### src/rtl/bcg_pkg.sv
`timescale 1ns / 1ps
// ----------------------------------------------------------------------------
// bcg_pkg: shared types and constants for the battery charge gauge
// Field widths, breakpoint tables, divider sizing and the control and status
// bundles that pass between the controller and the datapath.
// ----------------------------------------------------------------------------
package bcg_pkg;

    localparam int ADC_W    = 12;
    localparam int MV_W     = 13;
    localparam int PCT_W    = 7;
    localparam int SUM_W    = 16;
    localparam int CNT_W    = 4;
    localparam int BP_IDX_W = 4;

    localparam int SAMPLES_PER_READING_DEF = 10;
    localparam logic [ADC_W-1:0] FULL_COUNT_RST = 12'd2280;

    localparam logic [MV_W-1:0] MV_FULL  = 13'd4200;
    localparam logic [MV_W-1:0] MV_EMPTY = 13'd3300;
    localparam logic [MV_W-1:0] MV_MAX   = 13'd8191;
    localparam logic [PCT_W-1:0] PCT_FULL  = 7'd100;
    localparam logic [PCT_W-1:0] PCT_EMPTY = 7'd0;
    localparam int BP_COUNT = 11;

    // divider: 25-bit dividend, 12-bit divisor, one quotient bit per cycle
    localparam int NUM_W    = 25;
    localparam int DEN_W    = 12;
    localparam int STEP_W   = 5;
    localparam int PCT_NUM_W = 12;

    // reciprocal for averaging: avg = (sum * RECIP) >> RECIP_SHIFT
    localparam int RECIP_SHIFT = 20;
    localparam int RECIP_W     = RECIP_SHIFT + 1;

    typedef struct packed {
        logic accum;
        logic avg_calc;
        logic mv_start;
        logic mv_save;
        logic pct_start;
        logic out_load;
    } bcg_cmd_t;

    typedef struct packed {
        logic div_busy;
    } bcg_status_t;

    function automatic logic [MV_W-1:0] bp_mv(input logic [BP_IDX_W-1:0] idx);
        logic [MV_W-1:0] v;
        case (idx)
            4'd0:    v = 13'd4200;
            4'd1:    v = 13'd4100;
            4'd2:    v = 13'd3970;
            4'd3:    v = 13'd3920;
            4'd4:    v = 13'd3870;
            4'd5:    v = 13'd3830;
            4'd6:    v = 13'd3790;
            4'd7:    v = 13'd3750;
            4'd8:    v = 13'd3700;
            4'd9:    v = 13'd3600;
            4'd10:   v = 13'd3300;
            default: v = 13'd0;
        endcase
        return v;
    endfunction

    function automatic logic [PCT_W-1:0] bp_pct(input logic [BP_IDX_W-1:0] idx);
        logic [PCT_W-1:0] v;
        case (idx)
            4'd0:    v = 7'd100;
            4'd1:    v = 7'd90;
            4'd2:    v = 7'd80;
            4'd3:    v = 7'd70;
            4'd4:    v = 7'd60;
            4'd5:    v = 7'd50;
            4'd6:    v = 7'd40;
            4'd7:    v = 7'd30;
            4'd8:    v = 7'd20;
            4'd9:    v = 7'd10;
            4'd10:   v = 7'd5;
            default: v = 7'd0;
        endcase
        return v;
    endfunction

endpackage

### src/rtl/bcg_sample_if.sv
`timescale 1ns / 1ps
// ----------------------------------------------------------------------------
// bcg_sample_if: raw converter sample channel
// Valid/ready channel carrying one 12-bit converter reading per word.
// ----------------------------------------------------------------------------
interface bcg_sample_if;
    logic                      valid;
    logic                      ready;
    logic [bcg_pkg::ADC_W-1:0] adc_sample;

    modport source (output valid, output adc_sample, input ready);
    modport sink   (input valid, input adc_sample, output ready);
endinterface

### src/rtl/bcg_reading_if.sv
`timescale 1ns / 1ps
// ----------------------------------------------------------------------------
// bcg_reading_if: gauge reading channel
// Valid/ready channel carrying average count, millivolts and percent.
// ----------------------------------------------------------------------------
interface bcg_reading_if;
    logic                      valid;
    logic                      ready;
    logic [bcg_pkg::ADC_W-1:0] average_count;
    logic [bcg_pkg::MV_W-1:0]  millivolts;
    logic [bcg_pkg::PCT_W-1:0] percent;

    modport source (output valid, output average_count, output millivolts,
                    output percent, input ready);
    modport sink   (input valid, input average_count, input millivolts,
                    input percent, output ready);
endinterface

### src/rtl/bcg_div.sv
`timescale 1ns / 1ps
// ----------------------------------------------------------------------------
// bcg_div: radix-2 restoring divider
// Produces one quotient bit per cycle for a programmable number of steps;
// the quotient collects in the low bits of the dividend shift register.
// ----------------------------------------------------------------------------
module bcg_div (
    input  logic                         clk,
    input  logic                         rst_n,
    input  logic                         start,
    input  logic [bcg_pkg::NUM_W-1:0]    num_in,
    input  logic [bcg_pkg::DEN_W-1:0]    den_in,
    input  logic [bcg_pkg::STEP_W-1:0]   steps_in,
    output logic                         busy,
    output logic [bcg_pkg::NUM_W-1:0]    quot
);
    import bcg_pkg::*;

    logic [DEN_W-1:0]  rem_reg, rem_next;
    logic [NUM_W-1:0]  num_reg, num_next;
    logic [DEN_W-1:0]  den_reg;
    logic [STEP_W-1:0] cnt_reg;
    logic              busy_reg;
    logic [DEN_W:0]    partial;
    logic              qbit;

    always_comb
    begin
        partial  = {rem_reg, num_reg[NUM_W-1]};
        qbit     = (partial >= {1'b0, den_reg});
        rem_next = qbit ? DEN_W'(partial - {1'b0, den_reg}) : partial[DEN_W-1:0];
        num_next = {num_reg[NUM_W-2:0], qbit};
    end

    always_ff @(posedge clk or negedge rst_n)
    begin
        if (!rst_n)
        begin
            busy_reg <= 1'b0;
            cnt_reg  <= '0;
        end
        else if (start)
        begin
            busy_reg <= 1'b1;
            cnt_reg  <= steps_in;
        end
        else if (busy_reg)
        begin
            cnt_reg <= cnt_reg - 1'b1;
            if (cnt_reg == STEP_W'(1))
            begin
                busy_reg <= 1'b0;
            end
        end
    end

    always_ff @(posedge clk)
    begin
        if (start)
        begin
            rem_reg <= '0;
            num_reg <= num_in;
            den_reg <= den_in;
        end
        else if (busy_reg)
        begin
            rem_reg <= rem_next;
            num_reg <= num_next;
        end
    end

    assign busy = busy_reg;
    assign quot = num_reg;

endmodule

### src/rtl/bcg_datapath.sv
`timescale 1ns / 1ps
// ----------------------------------------------------------------------------
// bcg_datapath: accumulator, scaling and interpolation datapath
// Holds the sample sum, the reference register, the shared divider, the
// segment lookup and the output word register.
// ----------------------------------------------------------------------------
module bcg_datapath #(
    parameter int SAMPLES_PER_READING = bcg_pkg::SAMPLES_PER_READING_DEF
) (
    input  logic                       clk,
    input  logic                       rst_n,
    input  bcg_pkg::bcg_cmd_t          cmd,
    output bcg_pkg::bcg_status_t       status,
    input  logic [bcg_pkg::ADC_W-1:0]  adc_sample,
    input  logic                       cfg_we,
    input  logic [bcg_pkg::ADC_W-1:0]  cfg_wdata,
    output logic [bcg_pkg::ADC_W-1:0]  average_count,
    output logic [bcg_pkg::MV_W-1:0]   millivolts,
    output logic [bcg_pkg::PCT_W-1:0]  percent
);
    import bcg_pkg::*;

    localparam logic [RECIP_W-1:0] AVG_RECIP =
        RECIP_W'(((1 << RECIP_SHIFT) + SAMPLES_PER_READING - 1) / SAMPLES_PER_READING);

    logic [SUM_W-1:0]          sum_reg;
    logic [ADC_W-1:0]          full_count_reg;
    logic [ADC_W-1:0]          avg_reg;
    logic [MV_W-1:0]           mv_reg;
    logic [PCT_W-1:0]          base_reg;
    logic                      interp_reg;
    logic [ADC_W-1:0]          out_avg_reg;
    logic [MV_W-1:0]           out_mv_reg;
    logic [PCT_W-1:0]          out_pct_reg;

    logic [SUM_W+RECIP_W-1:0]  avg_prod;
    logic                      div_start;
    logic [NUM_W-1:0]          div_num;
    logic [DEN_W-1:0]          div_den;
    logic [STEP_W-1:0]         div_steps;
    logic                      div_busy;
    logic [NUM_W-1:0]          div_quot;

    logic [BP_IDX_W-1:0]       seg;
    logic [MV_W-1:0]           seg_lo;
    logic [MV_W-1:0]           seg_hi;
    logic [PCT_W-1:0]          seg_pct_lo;
    logic [PCT_W-1:0]          seg_dpct;
    logic [MV_W-1:0]           seg_off;
    logic [MV_W-1:0]           seg_prod;
    logic                      is_full;
    logic                      is_empty;

    assign avg_prod = (SUM_W+RECIP_W)'(sum_reg) * (SUM_W+RECIP_W)'(AVG_RECIP);

    always_comb
    begin
        seg = BP_IDX_W'(1);
        for (int k = 1; k < BP_COUNT; k++)
        begin
            if (mv_reg >= bp_mv(BP_IDX_W'(k)) && mv_reg < bp_mv(BP_IDX_W'(k - 1)))
            begin
                seg = BP_IDX_W'(k);
            end
        end
        seg_lo     = bp_mv(seg);
        seg_hi     = bp_mv(seg - 1'b1);
        seg_pct_lo = bp_pct(seg);
        seg_dpct   = bp_pct(seg - 1'b1) - seg_pct_lo;
        seg_off    = mv_reg - seg_lo;
        seg_prod   = MV_W'(seg_off[8:0]) * MV_W'(seg_dpct[3:0]);
        is_full    = (mv_reg >= MV_FULL);
        is_empty   = (mv_reg <= MV_EMPTY);
    end

    always_comb
    begin
        div_start = cmd.mv_start | cmd.pct_start;
        if (cmd.pct_start)
        begin
            div_num   = {PCT_NUM_W'(seg_prod), (NUM_W - PCT_NUM_W)'(0)};
            div_den   = DEN_W'(seg_hi - seg_lo);
            div_steps = STEP_W'(PCT_NUM_W);
        end
        else
        begin
            div_num   = NUM_W'(MV_FULL) * NUM_W'(avg_reg);
            div_den   = full_count_reg;
            div_steps = STEP_W'(NUM_W);
        end
    end

    bcg_div u_div (
        .clk      (clk),
        .rst_n    (rst_n),
        .start    (div_start),
        .num_in   (div_num),
        .den_in   (div_den),
        .steps_in (div_steps),
        .busy     (div_busy),
        .quot     (div_quot)
    );

    always_ff @(posedge clk or negedge rst_n)
    begin
        if (!rst_n)
        begin
            sum_reg        <= '0;
            full_count_reg <= FULL_COUNT_RST;
        end
        else
        begin
            if (cfg_we)
            begin
                full_count_reg <= cfg_wdata;
            end
            if (cmd.accum)
            begin
                sum_reg <= SUM_W'(sum_reg + SUM_W'(adc_sample));
            end
            else if (cmd.avg_calc)
            begin
                sum_reg <= '0;
            end
        end
    end

    always_ff @(posedge clk)
    begin
        if (cmd.avg_calc)
        begin
            avg_reg <= avg_prod[RECIP_SHIFT +: ADC_W];
        end
        if (cmd.mv_save)
        begin
            mv_reg <= (div_quot > NUM_W'(MV_MAX)) ? MV_MAX : div_quot[MV_W-1:0];
        end
        if (cmd.pct_start)
        begin
            interp_reg <= !is_full && !is_empty;
            base_reg   <= is_full ? PCT_FULL : (is_empty ? PCT_EMPTY : seg_pct_lo);
        end
        if (cmd.out_load)
        begin
            out_avg_reg <= avg_reg;
            out_mv_reg  <= mv_reg;
            out_pct_reg <= interp_reg ? PCT_W'(base_reg + PCT_W'(div_quot[3:0])) : base_reg;
        end
    end

    assign status.div_busy = div_busy;
    assign average_count   = out_avg_reg;
    assign millivolts      = out_mv_reg;
    assign percent         = out_pct_reg;

endmodule

### src/rtl/bcg_ctrl.sv
`timescale 1ns / 1ps
// ----------------------------------------------------------------------------
// bcg_ctrl: gauge sequencer
// Counts accepted samples, steps the datapath through averaging, scaling
// and interpolation, and owns both channel handshakes.
// ----------------------------------------------------------------------------
module bcg_ctrl #(
    parameter int SAMPLES_PER_READING = bcg_pkg::SAMPLES_PER_READING_DEF
) (
    input  logic                  clk,
    input  logic                  rst_n,
    input  logic                  in_valid,
    output logic                  in_ready,
    output logic                  out_valid,
    input  logic                  out_ready,
    output bcg_pkg::bcg_cmd_t     cmd,
    input  bcg_pkg::bcg_status_t  status
);
    import bcg_pkg::*;

    typedef enum logic [2:0] {
        ST_IDLE,
        ST_AVG,
        ST_MV_LOAD,
        ST_MV_RUN,
        ST_MV_SAVE,
        ST_PCT_RUN,
        ST_DONE
    } state_t;

    localparam logic [CNT_W-1:0] LAST_CNT = CNT_W'(SAMPLES_PER_READING - 1);

    state_t           state_reg, state_next;
    logic [CNT_W-1:0] count_reg, count_next;
    logic             out_valid_reg, out_valid_next;
    logic             in_fire;
    logic             out_free;

    assign in_fire  = (state_reg == ST_IDLE) && in_valid;
    assign out_free = !out_valid_reg || out_ready;

    always_comb
    begin
        state_next     = state_reg;
        count_next     = count_reg;
        out_valid_next = out_valid_reg && !out_ready;
        cmd            = '0;
        case (state_reg)
            ST_IDLE:
            begin
                if (in_fire)
                begin
                    cmd.accum = 1'b1;
                    if (count_reg == LAST_CNT)
                    begin
                        count_next = '0;
                        state_next = ST_AVG;
                    end
                    else
                    begin
                        count_next = count_reg + 1'b1;
                    end
                end
            end
            ST_AVG:
            begin
                cmd.avg_calc = 1'b1;
                state_next   = ST_MV_LOAD;
            end
            ST_MV_LOAD:
            begin
                cmd.mv_start = 1'b1;
                state_next   = ST_MV_RUN;
            end
            ST_MV_RUN:
            begin
                if (!status.div_busy)
                begin
                    cmd.mv_save = 1'b1;
                    state_next  = ST_MV_SAVE;
                end
            end
            ST_MV_SAVE:
            begin
                cmd.pct_start = 1'b1;
                state_next    = ST_PCT_RUN;
            end
            ST_PCT_RUN:
            begin
                if (!status.div_busy)
                begin
                    state_next = ST_DONE;
                end
            end
            ST_DONE:
            begin
                if (out_free)
                begin
                    cmd.out_load   = 1'b1;
                    out_valid_next = 1'b1;
                    state_next     = ST_IDLE;
                end
            end
            default:
            begin
                state_next = ST_IDLE;
            end
        endcase
    end

    always_ff @(posedge clk or negedge rst_n)
    begin
        if (!rst_n)
        begin
            state_reg     <= ST_IDLE;
            count_reg     <= '0;
            out_valid_reg <= 1'b0;
        end
        else
        begin
            state_reg     <= state_next;
            count_reg     <= count_next;
            out_valid_reg <= out_valid_next;
        end
    end

    assign in_ready  = (state_reg == ST_IDLE);
    assign out_valid = out_valid_reg;

endmodule

### src/rtl/battery_charge_gauge_core.sv
`timescale 1ns / 1ps
// ----------------------------------------------------------------------------
// battery_charge_gauge_core: single-cell state-of-charge gauge
// Averages converter samples and reports mean count, millivolts and percent.
// ----------------------------------------------------------------------------
// Usage:
//   sample  : sink channel, one 12-bit converter reading per word.
//   reading : source channel, one word per SAMPLES_PER_READING samples with
//             average count, cell millivolts and percent charge.
//   cfg_we / cfg_wdata : write of the full-cell reference, the mean count of
//             a 4.2 V cell.
// Sample flow: sample.ready is high whenever the sequencer is idle. After
//   the last sample of a reading, sample.ready stays low while the shared
//   one-bit-per-cycle divider forms the millivolt quotient and then the
//   interpolation quotient, and until the reading word is loaded.
//   The reading word becomes valid when it is loaded into the output register.
// Reset: clears the sum, the sample count and the output valid, and loads
//   the full-cell reference with 2280.
// Stall: the finished reading sits in the output register; samples keep
//   flowing, and the next finished reading waits, with sample.ready low,
//   until the previous one is taken.
// ----------------------------------------------------------------------------
module battery_charge_gauge_core #(
    parameter int SAMPLES_PER_READING = bcg_pkg::SAMPLES_PER_READING_DEF
) (
    input  logic                      clk,
    input  logic                      rst_n,
    bcg_sample_if.sink                sample,
    bcg_reading_if.source             reading,
    input  logic                      cfg_we,
    input  logic [bcg_pkg::ADC_W-1:0] cfg_wdata
);
    import bcg_pkg::*;

    bcg_cmd_t    cmd;
    bcg_status_t status;

    bcg_ctrl #(
        .SAMPLES_PER_READING (SAMPLES_PER_READING)
    ) u_ctrl (
        .clk       (clk),
        .rst_n     (rst_n),
        .in_valid  (sample.valid),
        .in_ready  (sample.ready),
        .out_valid (reading.valid),
        .out_ready (reading.ready),
        .cmd       (cmd),
        .status    (status)
    );

    bcg_datapath #(
        .SAMPLES_PER_READING (SAMPLES_PER_READING)
    ) u_dp (
        .clk           (clk),
        .rst_n         (rst_n),
        .cmd           (cmd),
        .status        (status),
        .adc_sample    (sample.adc_sample),
        .cfg_we        (cfg_we),
        .cfg_wdata     (cfg_wdata),
        .average_count (reading.average_count),
        .millivolts    (reading.millivolts),
        .percent       (reading.percent)
    );

endmodule

### src/flat_wrapper.sv
// flat-port wrapper written by rule: the top's interface ports become plain ports
module battery_charge_gauge_core_flat import bcg_pkg::*;
#(
    parameter int SAMPLES_PER_READING = bcg_pkg::SAMPLES_PER_READING_DEF
)
  (clk, rst_n, cfg_we, cfg_wdata, sample_valid, sample_adc_sample, sample_ready, reading_valid, reading_average_count, reading_millivolts, reading_percent, reading_ready);
  bcg_sample_if sample_i ();
  bcg_reading_if reading_i ();
  input  logic clk;
  input  logic rst_n;
  input  logic cfg_we;
  input  logic [bcg_pkg::ADC_W-1:0] cfg_wdata;
  input wire logic [$bits(sample_i.valid)-1:0] sample_valid;
  input wire logic [$bits(sample_i.adc_sample)-1:0] sample_adc_sample;
  output wire logic [$bits(sample_i.ready)-1:0] sample_ready;
  output wire logic [$bits(reading_i.valid)-1:0] reading_valid;
  output wire logic [$bits(reading_i.average_count)-1:0] reading_average_count;
  output wire logic [$bits(reading_i.millivolts)-1:0] reading_millivolts;
  output wire logic [$bits(reading_i.percent)-1:0] reading_percent;
  input wire logic [$bits(reading_i.ready)-1:0] reading_ready;
  assign sample_i.valid = sample_valid;
  assign sample_i.adc_sample = sample_adc_sample;
  assign sample_ready = sample_i.ready;
  assign reading_valid = reading_i.valid;
  assign reading_average_count = reading_i.average_count;
  assign reading_millivolts = reading_i.millivolts;
  assign reading_percent = reading_i.percent;
  assign reading_i.ready = reading_ready;
  battery_charge_gauge_core #(.SAMPLES_PER_READING(SAMPLES_PER_READING)) u_core (.clk(clk), .rst_n(rst_n), .sample(sample_i), .reading(reading_i), .cfg_we(cfg_we), .cfg_wdata(cfg_wdata));
endmodule
### config.mk
export PLATFORM = sky130hd
export DESIGN_NAME = battery_charge_gauge_core_flat
export DESIGN_NICKNAME = d
export VERILOG_FILES = /design/src/rtl/bcg_pkg.sv /design/src/rtl/bcg_sample_if.sv /design/src/rtl/bcg_reading_if.sv /design/src/rtl/bcg_div.sv /design/src/rtl/bcg_datapath.sv /design/src/rtl/bcg_ctrl.sv /design/src/rtl/battery_charge_gauge_core.sv /design/src/flat_wrapper.sv
export SDC_FILE = /design/constraint.sdc
export NUM_CORES = 1
export LEC_CHECK = 0
export BUFFER_PORTS_ARGS = -buffer_cell sky130_fd_sc_hd__buf_4
export CAP_MARGIN = 20
export CORE_MARGIN = 1
export CORE_UTILIZATION = 30
export CTS_CLUSTER_DIAMETER = 100
export DETAILED_ROUTE_END_ITERATION = 7
export PLACE_DENSITY_LB_ADDON = 0.08
export SYNTH_ARGS = -nofsm -noshare
export SYNTH_HDL_FRONTEND = slang
export SYNTH_HIERARCHICAL = 1
export SYNTH_SLANG_ARGS = --single-unit
### constraint.sdc
create_clock -name clk -period 9.55 [get_ports clk]
set_input_delay 0.955 -clock clk [delete_from_list [all_inputs] [get_ports clk]]
set_output_delay 0.955 -clock clk [all_outputs]
set_load 0.03 [all_outputs]
==> results of run 1 <==
-- worst register-to-register path: cells and delay by family, from the launching register on --
| kind | cells | cell delay [ns] |
|---|---|---|
| adders and majority gates | 6 | 2.34 |
| AOI/OAI and AO/OA | 11 | 2.25 |
| and+or+nand+nor | 8 | 1.88 |
| xor gates and xnor gates | 2 | 0.64 |
| DFF | 1 | 0.61 |
| buffers and inverters | 3 | 0.38 |
| muxes | 2 | 0.37 |
-- where the power goes --
group          leakage, nW  internal (mW)  switching, mW
combinational         6.84           2.23           2.69
sequential            1.51           1.04          0.239
clock                0.273          0.359          0.309
total                 8.62           3.62           3.24
-- cell families after synthesis --
kind of cell | Yosys count | synth area share [%]
adders and majority gates | 370 | 34.1
and+or+nand+nor | 352 | 11.2
buffers and inverters | 302 | 7.28
AOI/OAI and AO/OA | 274 | 11.6
DFF | 156 | 27.1
xor gates and xnor gates | 79 | 4.44
muxes | 61 | 4.19
other | 2 | 0.0467
-- synth_stat cells (all sizes together) (11+ instances only) --
master / instances / area share (%)
nor2b: 32 / 1.3
fa: 114 / 14
or2: 20 / 0.78
buf: 12 / 0.51
nand3: 24 / 0.78
nand2: 78 / 1.8
o31ai: 11 / 0.54
inv: 265 / 6.2
o21a: 18 / 0.84
edfxtp: 102 / 19
xor2: 29 / 1.6
a22o: 11 / 0.60
nor2: 97 / 2.3
or3: 11 / 0.46
mux2: 45 / 3.2
nor3: 25 / 0.85
xnor2: 49 / 2.7
nand2b: 24 / 0.93
dfxtp: 12 / 1.5
mux2i: 16 / 1.0
ha: 256 / 20
clkbuf: 25 / 0.58
o21ai: 66 / 2.1
a21oi: 56 / 1.7
a21o: 27 / 1.3
dfrtp: 37 / 5.8
-- placed cells by master, fill, tap and decap left out, types with 43 or more instances in the layout --
cell / count
xnor2_1: 48
edfxtp_1: 102
mux2_2: 43
inv_1: 264
o21ai_0: 60
ha_1: 256
buf_4: 67
a21oi_1: 56
fa_1: 114
nand2_1: 78
nor2_1: 96
-- layer usage --
layer	share of wire [%]	global-route usage, %	up-vias
li1	-	-	5574
met1	48	20.6	5405
met2	48	26.0	108
met3	2.1	2.27	36
met4	1.7	4.69	0
met5	0	0	-
-- final timing paths --
kind                       slack, ns                            end
setup reg to reg                0.83     u_core/u_dp/u_div/quot[24]
hold reg to reg                 0.47  u_core/u_dp/u_div/rem_reg[11]
min in group asynchronous       0.48  u_core/u_dp/full_count_reg[1]
setup / recovery                0.83     u_core/u_dp/u_div/quot[24]
max in group asynchronous       8.68  u_core/u_dp/full_count_reg[2]
hold / removal                  0.47  u_core/u_dp/u_div/rem_reg[11]
-- cell type report --
type | count | share of cell area (%)
multi-input cells | 1141 | 59.2
flip-flops and latches | 156 | 24.4
clock buffers | 19 | 2.42
inverters | 265 | 5.56
clock inverters | 13 | 0.637
repair buffers | 68 | 2.97
well taps | 688 | 4.82
==> results by group, run 1 <==
Layout
  – Final net count: 2,048
  – Seq. cell area: 0.00436 mm^2
  – Post-Layout Cell Count: 2,350
  – Ant. Diodes: 0
  – Layout Utilization: 33.9%
  – Fillers: 5,455
  – Area growth syn-to-layout: 11.1%
  – Share of cells above drive strength 1: 11.9%
  – Max reg flops: 25
  – Area taken by multi-input logic gates: 0.0106 mm^2
  – Final instance area: 0.0179 mm^2

STA
  – Fmax: 115 MHz
  – Final Cycle Share: 91.3%
  – # setup viols final: 0
  – Setup ws final: 0.828 ns
  – Final hold viol count: 0
  – Relative slew slack: 43.2%
  – Post-route setup TNS: 0 ns
  – RSZ-0062 raised after global routing: no
  – Pins Over Slew Limit: 0
  – Slew @ Worst Pin: 0.849 ns
  – Worst Skew: 0.0178 ns
  – Tmin final: 8.72 ns
  – Hold slack: 0.471 ns

Placed design
  – Pre-CTS setup slack: 0.900 ns
  – I/O Buffers: 62
  – Placer Congestion: 0.887
  – Dpl cells: 2,318
  – Post-placement cell area: 0.0173 mm^2
  – Post-DP HPWL: 32,400 um

Floorplanning
  – Initial Util: 30.5%
  – Die height: 234 um
  – Chip width: 234 um
  – Core Area: 0.0528 mm^2
  – FP Rows: 84
  – IO Count: 63
  – Die area: 0.0545 mm^2

Clocking
  – Post-CTS setup buffers: 0
  – Root buffer cell: clkbuf_16
  – Cts bufs inserted: 17
  – Worst-path clk slew: 0.06 ns
  – PostCTS Resize Cnt: 0
  – H-tree depth: 4
  – Clock Latency Late Sink: 0.48 ns
  – CTS tree: done
  – Clk sinks: 156
  – CTS Buffer Depth: 2
  – Cts hold-fix bufs: 0

Drt
  – Total wire length: 39,900 um
  – Pre-antenna DRT Iters: 8
  – Residual DRC: 10
  – WL/cell: 17.0 um
  – DR iter-0 viols: 409
  – Vias/cell: 4.73
  – Final ANT Viol Nets: 0
  – Vias post-DR: 11,100

GRT
  – Vias in the first global route: 11,600
  – Largest net degree at the start of global routing: 53
  – Remaining global-route overflow: 0
  – Gr usage total: 15.5%
  – First-pass GRT wire length: 64,300 um
  – Antenna violations before repair: 0

Worst setup path
  – CP bufs+invs: 3
  – Crit path max fanout: 20
  – Worst Path Required: 9.77 ns
  – CP startpoint kind: flip-flop
  – CP endpoint kind: flip-flop
  – R2R Path Start: u_core/u_dp/mv_reg[8]
  – Slowest cell on crit path: edfxtp_1
  – CP dominant cell by count: ha_1
  – Critical path's top delay family: adder cells
  – Critical Path Start: u_core/u_dp/mv_reg[8]
  – Worst path max stage delay: 0.61 ns
  – Setup CP Type: flip-flop to flip-flop
  – R2R depth: 32
  – Critical Path AT: 8.95 ns
  – Crit path depth: 32

Hold path
  – Worst Min Path Start: u_core/u_dp/u_div/rem_reg[11]
  – Hold WC Path Type: flip-flop to flip-flop
  – WHS Path Cells: 2

Logic synthesis
  – Yosys reg bits: 156
  – Post-synthesis sequential area ratio: 27.1%
  – Syn Inst Count: 1,596
  – Syn Area/Cell: 10.1 um^2
  – EDFF count, synth: 102
  – Synth cell types: 91
  – Yosys warns: 6
  – Mapped cell area: 0.0161 mm^2
  – Async SR Flop Fraction: 26.9%
  – Most used flip-flop cell after synthesis: edfxtp_1

Power
  – P per Cell Area: 384 mW/mm^2
  – Maximum VDD drop: 0.244 mV
  – Leak: 8.62 nW
  – Final Total Pwr: 6.86 mW

Status
  – Status: finished with violations
  – Failing checks: DRC

Job
  – MaxCap Viol Count: 0
No activity file was read; power rests on OpenSTA's default activity.
==> inputs of run 2 (changes only) <==
Settings changed: SETUP_SLACK_MARGIN set to 0.02, SYNTH_HIERARCHICAL 1 to unset.
==> results by group, run 2 <==
Worst setup path
  – Critical Path AT: 9.18 ns
  – Worst Path Required: 9.79 ns
  – Crit path max fanout: 17
  – CP endpoint kind: flip-flop
  – R2R depth: 32
  – CP bufs+invs: 3
  – R2R Setup Slk: 0.61 ns
  – Slowest cell on crit path: fa_1
  – Critical path's top delay family: compound AO/OA/AOI/OAI gates
  – CP startpoint kind: flip-flop
  – Worst path max stage delay: 0.56 ns
  – CP dominant cell by count: ha_1
  – Reg2reg end: u_core.u_dp.u_div.quot[24]
  – R2R Path Start: u_core.u_dp.mv_reg[4]
  – Setup CP Type: flip-flop to flip-flop

STA
  – Final Cycle Share: 93.6%
  – Pins Over Slew Limit: 0
  – Final hold viol count: 0
  – # setup viols final: 0
  – Relative slew slack: 30.2%
  – Tmin final: 8.94 ns
  – Worst Skew: 0.0114 ns
  – Post-route setup TNS: 0 ns
  – RSZ-0062 raised after global routing: no
  – Fmax: 112 MHz
  – Slew @ Worst Pin: 1.04 ns

Clocking
  – Cts bufs inserted: 17
  – Worst-path clk slew: 0.07 ns
  – Root buffer cell: clkbuf_16
  – Clock Latency Late Sink: 0.48 ns
  – Clk sinks: 156
  – Cts hold-fix bufs: 0
  – H-tree depth: 4
  – PostCTS Resize Cnt: 0
  – CTS tree: done
  – CTS Buffer Depth: 2
  – Post-CTS setup buffers: 0

Layout
  – Share of cells above drive strength 1: 9.90%
  – Area growth syn-to-layout: 10.8%
  – Commonest non-fill, non-tap cell in the layout: inv_1
  – Fillers: 5,436
  – Final net count: 2,073
  – Commonest cells after routing, fill and taps aside: 269 x inv_1, 256 x ha_1, 114 x fa_1, 107 x nor2_1, 102 x edfxtp_1
  – Max reg flops: 25

Logic synthesis
  – Post-synth top cells: 269 x inv_1, 256 x ha_1, 114 x fa_1
  – Yosys reg bits: 156
  – Share of Yosys cell area claimed by the top area cell type: 20.1%
  – Syn Inst Count: 1,627
  – EDFF count, synth: 102
  – Most used flip-flop cell after synthesis: edfxtp_1
  – Post-synthesis sequential area ratio: 27.3%
  – Most numerous cell in the Yosys netlist: inv_1
  – Syn Area/Cell: 9.81 um^2
  – Area leader, netlist: ha_1
  – Synth cell types: 83
  – Syn Nets: 2,026
  – Mapped cell area: 0.0160 mm^2
  – Yosys warns: 0
  – Synth top area cells: ha_1 20%, edfxtp_1 19%, fa_1 14%
  – Async SR Flop Fraction: 26.9%

Placed design
  – Placer Congestion: 0.841
  – Post-DP HPWL: 33,000 um
  – I/O Buffers: 62

GRT
  – Vias in the first global route: 11,600
  – Largest net degree at the start of global routing: 43
  – Remaining global-route overflow: 0
  – Gr usage total: 15.9%
  – Antenna violations before repair: 1
  – First-pass GRT wire length: 65,200 um

Floorplanning
  – FP Rows: 84
  – Die height: 233 um
  – Initial Util: 30.4%
  – IO Count: 63
  – Chip width: 233 um
  – Die area: 0.0541 mm^2
  – Core Area: 0.0526 mm^2

Job
  – MaxCap Viol Count: 0

Drt
  – Residual DRC: 0
  – WL/cell: 17.1 um
  – Vias/cell: 4.74
  – Pre-antenna DRT Iters: 5
  – Final ANT Viol Nets: 0
  – Total wire length: 40,600 um
  – Vias post-DR: 11,300
  – DR iter-0 viols: 519

Hold path
  – Hold WC Path Type: input port to asynchronous set/reset pin

Status
  – Status: complete, no violations
[run 2: changes by cell type in the layout (fill, tap and decap cells not counted), moves of 9 or more]
cell | previous run | this run
nand3_1 | 23 | 32
nor2_1 | 96 | 107
mux2_2 | 43 | 18
nor2b_1 | 31 | 18
nor3_1 | 22 | 34
o21ai_0 | 60 | 92
[run 2: cell families (layout without fill, tap and decap cells)]
logic type | Yosys count | after routing | share of synthesized area (%)
AOI/OAI and AO/OA | 303 | 303 | 12.5
xor gates and xnor gates | 72 | 72 | 3.95
adders and majority gates | 370 | 370 | 34.4
buffers and inverters | 314 | 374 | 7.71
DFF | 156 | 156 | 27.3
muxes | 34 | 34 | 2.27
other | 0 | 1 | 0
and+or+nand+nor | 378 | 378 | 11.8
[run 2: per-layer routing]
metal	track usage (%)	up-vias	wire [um]
met5	0	-	0
met4	3.80	0	502
met3	2.72	23	1010
met2	26.6	110	19500
met1	21.2	5421	19600
li1	-	5703	-
[run 2: how the worst max path moves through the flow]
stage,startpoint,end,slack [ns],cells after the start
after detailed placement,u_core.u_dp.mv_reg[4],u_core.u_dp.u_div.quot[24],0.70,32
after global placement,u_core.u_dp.mv_reg[4],u_core.u_dp.u_div.quot[24],0.85,32
after floorplan,u_core.u_dp.mv_reg[3],u_core.u_dp.u_div.quot[24],1.77,35
after CTS,u_core.u_dp.mv_reg[4],u_core.u_dp.u_div.quot[24],0.64,32
final,u_core.u_dp.mv_reg[4],u_core.u_dp.u_div.quot[24],0.61,32
after global routing,u_core.u_dp.mv_reg[4],u_core.u_dp.u_div.quot[24],0.07,32
[run 2: layout make-up]
class	instances	area [um^2]	share of cell area, %
well taps	688	861	4.87
repair buffers	70	549	3.11
clock inverters	12	73.8	0.418
multi-input cells	1157	10400	58.7
inverters	272	1020	5.78
flip-flops and latches	156	4360	24.7
diodes	1	2.50	0.0142
clock buffers	20	437	2.47
[run 2: metrics by stage]
stage	instances	worst slack [ns]	cell area [um^2]	hold slack, ns	utilization (%)
floorplan	1627	1.77	16000	0.435	-
global placement	2341	0.854	17100	0.488	32.6
detailed placement	2343	0.697	17200	0.496	32.7
CTS	2375	0.636	17700	0.481	33.6
global route	2375	0.0743	17700	0.513	33.6
finish	2376	0.614	17700	0.485	33.6
Power of run 2 is not shown: default switching activity piles up to over one toggle a cycle in this logic, so the estimate is an artifact.
